--- src/spq_pkg.sv ---
`timescale 1ns / 1ps

package spq_pkg;

    localparam int CAPACITY_DEFAULT     = 16;
    localparam int KEY_BITS_DEFAULT     = 64;
    localparam int PAYLOAD_BITS_DEFAULT = 32;
    localparam int ENTRY_COUNT_BITS     = 5;

    typedef enum logic {
        OP_ENQUEUE = 1'b0,
        OP_DEQUEUE = 1'b1
    } spq_op_t;

    typedef enum logic [1:0] {
        ST_ENQUEUED = 2'd0,
        ST_DEQUEUED = 2'd1,
        ST_EMPTY    = 2'd2,
        ST_FULL     = 2'd3
    } spq_status_t;

    // Strobes broadcast to every cell of the chain for one word.
    typedef struct packed {
        logic enq;
        logic deq;
    } spq_ctrl_t;

endpackage

--- src/spq_cell.sv ---
`timescale 1ns / 1ps

module spq_cell
    import spq_pkg::*;
#(
    parameter int KEY_BITS     = KEY_BITS_DEFAULT,
    parameter int PAYLOAD_BITS = PAYLOAD_BITS_DEFAULT
)
(
    input  logic                    clk,
    input  spq_ctrl_t               ctrl,
    input  logic                    occupied,
    input  logic [KEY_BITS-1:0]     new_key,
    input  logic [PAYLOAD_BITS-1:0] new_payload,
    input  logic                    left_ge,
    input  logic [KEY_BITS-1:0]     left_key,
    input  logic [PAYLOAD_BITS-1:0] left_payload,
    input  logic [KEY_BITS-1:0]     right_key,
    input  logic [PAYLOAD_BITS-1:0] right_payload,
    output logic                    ge,
    output logic [KEY_BITS-1:0]     key,
    output logic [PAYLOAD_BITS-1:0] payload
);

    logic [KEY_BITS-1:0]     key_reg;
    logic [KEY_BITS-1:0]     key_next;
    logic [PAYLOAD_BITS-1:0] payload_reg;
    logic [PAYLOAD_BITS-1:0] payload_next;

    // An empty cell counts as "greater or equal", so the flags along the
    // chain form a run of zeros followed by a run of ones.
    assign ge = !occupied || (key_reg >= new_key);

    always_comb
    begin
        key_next     = key_reg;
        payload_next = payload_reg;
        if (ctrl.deq)
        begin
            key_next     = right_key;
            payload_next = right_payload;
        end
        else if (ctrl.enq && ge)
        begin
            if (!left_ge)
            begin
                key_next     = new_key;
                payload_next = new_payload;
            end
            else
            begin
                key_next     = left_key;
                payload_next = left_payload;
            end
        end
    end

    always_ff @(posedge clk)
    begin
        key_reg     <= key_next;
        payload_reg <= payload_next;
    end

    assign key     = key_reg;
    assign payload = payload_reg;

endmodule
--- config.mk ---
export PLATFORM = sky130hd
export DESIGN_NAME = spq_cell
export DESIGN_NICKNAME = d
export VERILOG_FILES = /design/src/spq_pkg.sv /design/src/spq_cell.sv
export SDC_FILE = /design/constraint.sdc
export NUM_CORES = 1
export LEC_CHECK = 0
export ABC_CLOCK_PERIOD_IN_PS = 9810
export CORE_AREA = 2 2 150 152
export CTS_CLUSTER_SIZE = 10
export DETAILED_ROUTE_END_ITERATION = 12
export DIE_AREA = 0 0 152 154
export DONT_BUFFER_PORTS = 1
export GPL_ROUTABILITY_DRIVEN = 0
export MAX_ROUTING_LAYER = met4
export SYNTH_ARGS = -nofsm -noshare
export SYNTH_HDL_FRONTEND = slang
export SYNTH_SLANG_ARGS = --single-unit
--- constraint.sdc ---
create_clock -name clk -period 9.81 [get_ports clk]
set_input_delay 0.981 -clock clk [delete_from_list [all_inputs] [get_ports clk]]
set_output_delay 0.981 -clock clk [all_outputs]
set_load 0.03 [all_outputs]
======== Word level (Yosys, flattened, before mapping) ========
Cells that the tools add are included.
storage, ports and cells
  register bits ........................... 96
  bits in latches ......................... 0
  RAM bits ................................ 0
  memory bits (read-only) ................. 0
  bits of input ports ..................... 293
  output and inout port bits .............. 97
  logic and storage cells ................. 13
  memories ................................ 0
operators by class
  add/subtract/negate cells ............... 0
  multipliers ............................. 0
  divide/modulo/power cells ............... 0
  $lt $le $gt $ge ......................... 1
  equal/unequal tests ..................... 0
  shift-type cells ........................ 0
  multiplexer cells ....................... 6
  bitwise operators ....................... 0
  reductions and logical operators ........ 4
operators by type and width
  kind               number
  $mux 64            3
  $mux 32            3
  $ge 64x64->1       1
  $reduce_bool 2->1  1
  $logic_and 1x1->1  1
  $logic_not 1->1    1
  $logic_or 1x1->1   1

======== Logic depth before layout (Yosys ltp) ========
  depth after elaboration ................. 5
  mapped depth ............................ 8
  depth with buffers taken out ............ 8

======== Least setup slack after synthesis ========
No wires, ideal clock.
  path kind ............................... input -> register
  from .................................... input port new_key[47]
  to ...................................... register key_reg[0] (netlist: key[0]), enable pin
  arrival time ............................ 7132 ps
  slack ................................... 2086 ps
  stages .................................. 8
  path buffers ............................ 0
  path through ............................ inv_1 ha_1 nand4_1 nor4_4 nand3_1 a211oi_2 nor3_1 a22oi_1
between the ends
  longest elaborated chain between the ends .. 4
ends and longest elaborated chain
  element                      line            source
  from (decl)                  spq_cell.sv:13  input logic [KEY_BITS-1:0] new_key,
  $ge 64x64->1                 spq_cell.sv:32  assign ge = !occupied || (key_reg >= new_key);
  $logic_or 1x1->1             spq_cell.sv:32
  $logic_and 1x1->1            spq_cell.sv:43  else if (ctrl.enq && ge)
  $reduce_bool 2->1 (no line)  --
  to (signal assigned)         spq_cell.sv:60  key_reg <= key_next;
  to (decl)                    spq_cell.sv:25  logic [KEY_BITS-1:0] key_reg;
No other way between the ends.
A chain may end at the register's enable or synchronous reset.

======== Worst setup path after layout ========
  from .................................... register key_reg[61] (netlist: key[61])
  to ...................................... output port ge
between the ends
  longest elaborated chain between the ends .. 2
ends and longest elaborated chain
  element           line            source
  $ge 64x64->1      spq_cell.sv:32
  $logic_or 1x1->1  spq_cell.sv:32
  to (decl)         spq_cell.sv:20  output logic ge,
No other way between the ends.

==> results.py <==
metrics = {
    "floorplanning": {
        "die_w_um": 152,
        "rows": 54,
        "boundaryPins": 390,
        "start_util": 0.299,
        "design.die.area_sq_um": 23400,
        "core_sq_um": 21700,
        "die_height_um": 154,
    },
    "setup_path": {
        "reg2reg_to": "payload[6]",
        "start_kind": "register",
        "reg2reg_slack_ps": 6370,
        "reg2regPathDepth": 6,
        "timing.rr.start": "key[61]",
        "critPathArrivalTime_ps": 3070,
        "worstSetupEndpointType": "output port",
        "crit_required_ps": 8830,
        "crit_fanout": 4,
        "critPathKind": "reg -> out",
    },
    "cells_and_area": {
        "drive_above_1_share": 0.0378,
        "nets": 987,
        "largest_register_ffs": 64,
        "final_area_sq_um": 7040,
        "instances_no_fill": 916,
        "syn_to_final_growth_pct": 8.50,
        "fin_util": 0.325,
    },
    "power_and_ir_drop": {
        "switchingPower_uw": 415,
        "switching_share": 0.340,
        "powerDensity_nw_per_um2": 173,
        "combPwrFrac": 0.141,
        "p_int_uw": 804,
        "power_frac_seq": 0.550,
        "leakage_nw": 3.10,
        "clkPwrFrac": 0.308,
        "ir_drop_v": 0.0000832,
    },
    "clock_network": {
        "cts_max_level": 3,
        "clock_path_buffers": 2,
        "clk_latency_ps": 340,
        "cts_tree": "yes",
        "clockRootBuffer": "clkbuf_16",
        "cts_inserted_buffers": 9,
        "post_cts_resized": 0,
        "cts.sinks": 96,
        "cts.clk_slew.worst_paths_ps": 80,
        "hold_buffers": 0,
        "post_cts_buffers": 0,
    },
    "detailed_routing": {
        "post_drt_wl_per_cell_um": 20.5,
        "wl_mm": 18.8,
        "vias": 4782,
        "drt_first_pass_iters": 7,
        "drt_iter0_markers": 325,
        "postRouteAntennaNets": 0,
        "drt-vias-per-instance": 5.22,
        "remaining_drc_errors": 0,
    },
    "hold_path": {
        "hold_depth": 2,
        "hold_end": "key[7]",
        "min_path_type": "in -> reg",
        "min_from": "right_key[7]",
    },
    "sta": {
        "rsz0062_at_grt": "false",
        "finalSetupViolCount": 0,
        "min_period_ps": 4050,
        "tightest_slew_ps": 900,
        "hold_violations": 0,
        "fin_crit_sh": 0.413,
        "finClkSkew_ps": 11.4,
        "clock.fmax_mhz": 247,
        "drv_slew": 0,
        "slew_headroom": 0.394,
        "setup_ws_ps": 5760,
        "fin_setup_tns_ps": 0,
    },
    "yosys": {
        "synth_warnings": 0,
        "syn-num-nets": 1006,
        "syn_avg_cell_area_sq_um": 10.0,
        "netlist_area_sq_um": 6490,
        "yosysSeqAreaShare": 0.444,
        "ys_ff_latch": 96,
        "syn_inst": 649,
        "ys_types": 34,
    },
    "grt": {
        "grt_overflow": 0,
        "grt_pass1_wl_mm": 26.9,
        "grt_max_degree": 195,
        "grt_usage": 0.155,
        "grt_pass1_vias": 4645,
        "grt_antenna_before_repair": 1,
    },
    "place": {
        "portBuffers": 0,
        "place_inst": 899,
        "dp_hpwl_mm": 14.9,
        "placed_area_sq_um": 6730,
        "dp_slack_ps": 5630,
    },
    "job": {
        "cap_violations": 0,
    },
    "outcome": {
        "outcome": "finished, final reports clean",
    },
}
cells in the final DEF, fill, tap and decap left out, types with 2 or more instances in the layout:
master and instances:
nor2_1 6, clkinv_4 2, o21ai_1 2, o21ai_0 102, inv_1 66, and3_1 2
mux2i_1 96, inv_8 2, nor3_1 3, a221oi_1 4, ha_1 64, a21o_1 5
nand2_1 109, clkbuf_16 9, and4_1 3, a21oi_1 20, a211o_1 2, nand4_1 10
edfxtp_1 96, a211oi_2 2, a211oi_1 2, nand3_1 10, buf_4 2
power by group through the flow:
stage               clock network, mW  logic (mW)  registers (mW)
global route                    0.413       0.201           0.676
detailed placement                  0       0.176           0.681
global placement                    0       0.172           0.681
finish                          0.376       0.172           0.671
floorplan                           0       0.150           0.667
CTS                             0.398       0.177           0.672
cell usage after synthesis, drive strengths merged:
| cell | instances | share of area |
|---|---|---|
| or4 | 1 | 0.0017 |
| a221oi | 4 | 0.0054 |
| nor3 | 3 | 0.0023 |
| and4 | 3 | 0.0041 |
| edfxtp | 96 | 0.44 |
| nor3b | 1 | 0.0012 |
| nand2b | 1 | 0.00096 |
| mux2i | 96 | 0.15 |
| a2111oi | 1 | 0.0014 |
| a21oi | 21 | 0.017 |
| a31oi | 1 | 0.00096 |
| clkbuf | 22 | 0.013 |
| a21o | 5 | 0.0058 |
| ha | 64 | 0.12 |
| inv | 66 | 0.038 |
| a22oi | 1 | 0.0012 |
| buf | 10 | 0.0077 |
| nor4 | 2 | 0.0042 |
| a211o | 2 | 0.0027 |
| o2111ai | 1 | 0.0014 |
| o211ai | 1 | 0.0012 |
| a21boi | 1 | 0.0012 |
| nand3b | 1 | 0.0012 |
| and3 | 2 | 0.0019 |
| o21ai | 104 | 0.080 |
| nand2 | 109 | 0.063 |
| nand4 | 10 | 0.0096 |
| nand3 | 10 | 0.0077 |
| a211oi | 4 | 0.0062 |
| nor2 | 6 | 0.0035 |
layer usage:
| layer | up-vias | global-route usage | part of all wire |
|---|---|---|---|
| met3 | 17 | 0.0488 | 0.080 |
| met4 | 0 | 0.0454 | 0.018 |
| li1 | 2300 | - | - |
| met5 | - | - | 0 |
| met1 | 2200 | 0.181 | 0.40 |
| met2 | 265 | 0.256 | 0.50 |
worst max path at each step:
stage                           start     end  slack [ps]
after CTS                     key[62]      ge        5560
after detailed placement  new_key[62]      ge        5630
after global routing          key[62]      ge        5420
final                         key[61]      ge        5760
after global placement    new_key[62]      ge        5700
after floorplan           new_key[47]  key[0]        2090
layout make-up:
cell class              instances  area [sq um]
fillers                      2225         14600
multi-input cells             455          3230
flip-flops and latches         96          2880
well taps                     280           350
inverters                      66           248
clock buffers                   9           225
clock inverters                 7          86.3
repair buffers                  2          15.0
diodes                          1          2.50
cell families (layout without fill, tap and decap cells):
logic type	Yosys count	count (layout)	share of synthesized area
mux	96	96	0.148
compound gates	146	146	0.124
simple gates	149	149	0.101
other cells	0	1	0
buf+inv	98	84	0.0586
fa+ha+maj	64	64	0.123
flops	96	96	0.444
worst max-delay path, stage by stage, from the launching register on:
cell and delay (ps):
edfxtp_1 590, ha_1 390, nand4_1 210, nor4_1 840
nor3b_1 280, a31oi_1 60, nand3b_1 350
through the flow:
stage,hold slack (ps),power (mW)
floorplan,1170,0.817
global placement,1180,0.853
detailed placement,1180,0.857
CTS,801,1.25
global route,807,1.29
finish,828,1.22
No activity file was read; power rests on OpenSTA's default activity.
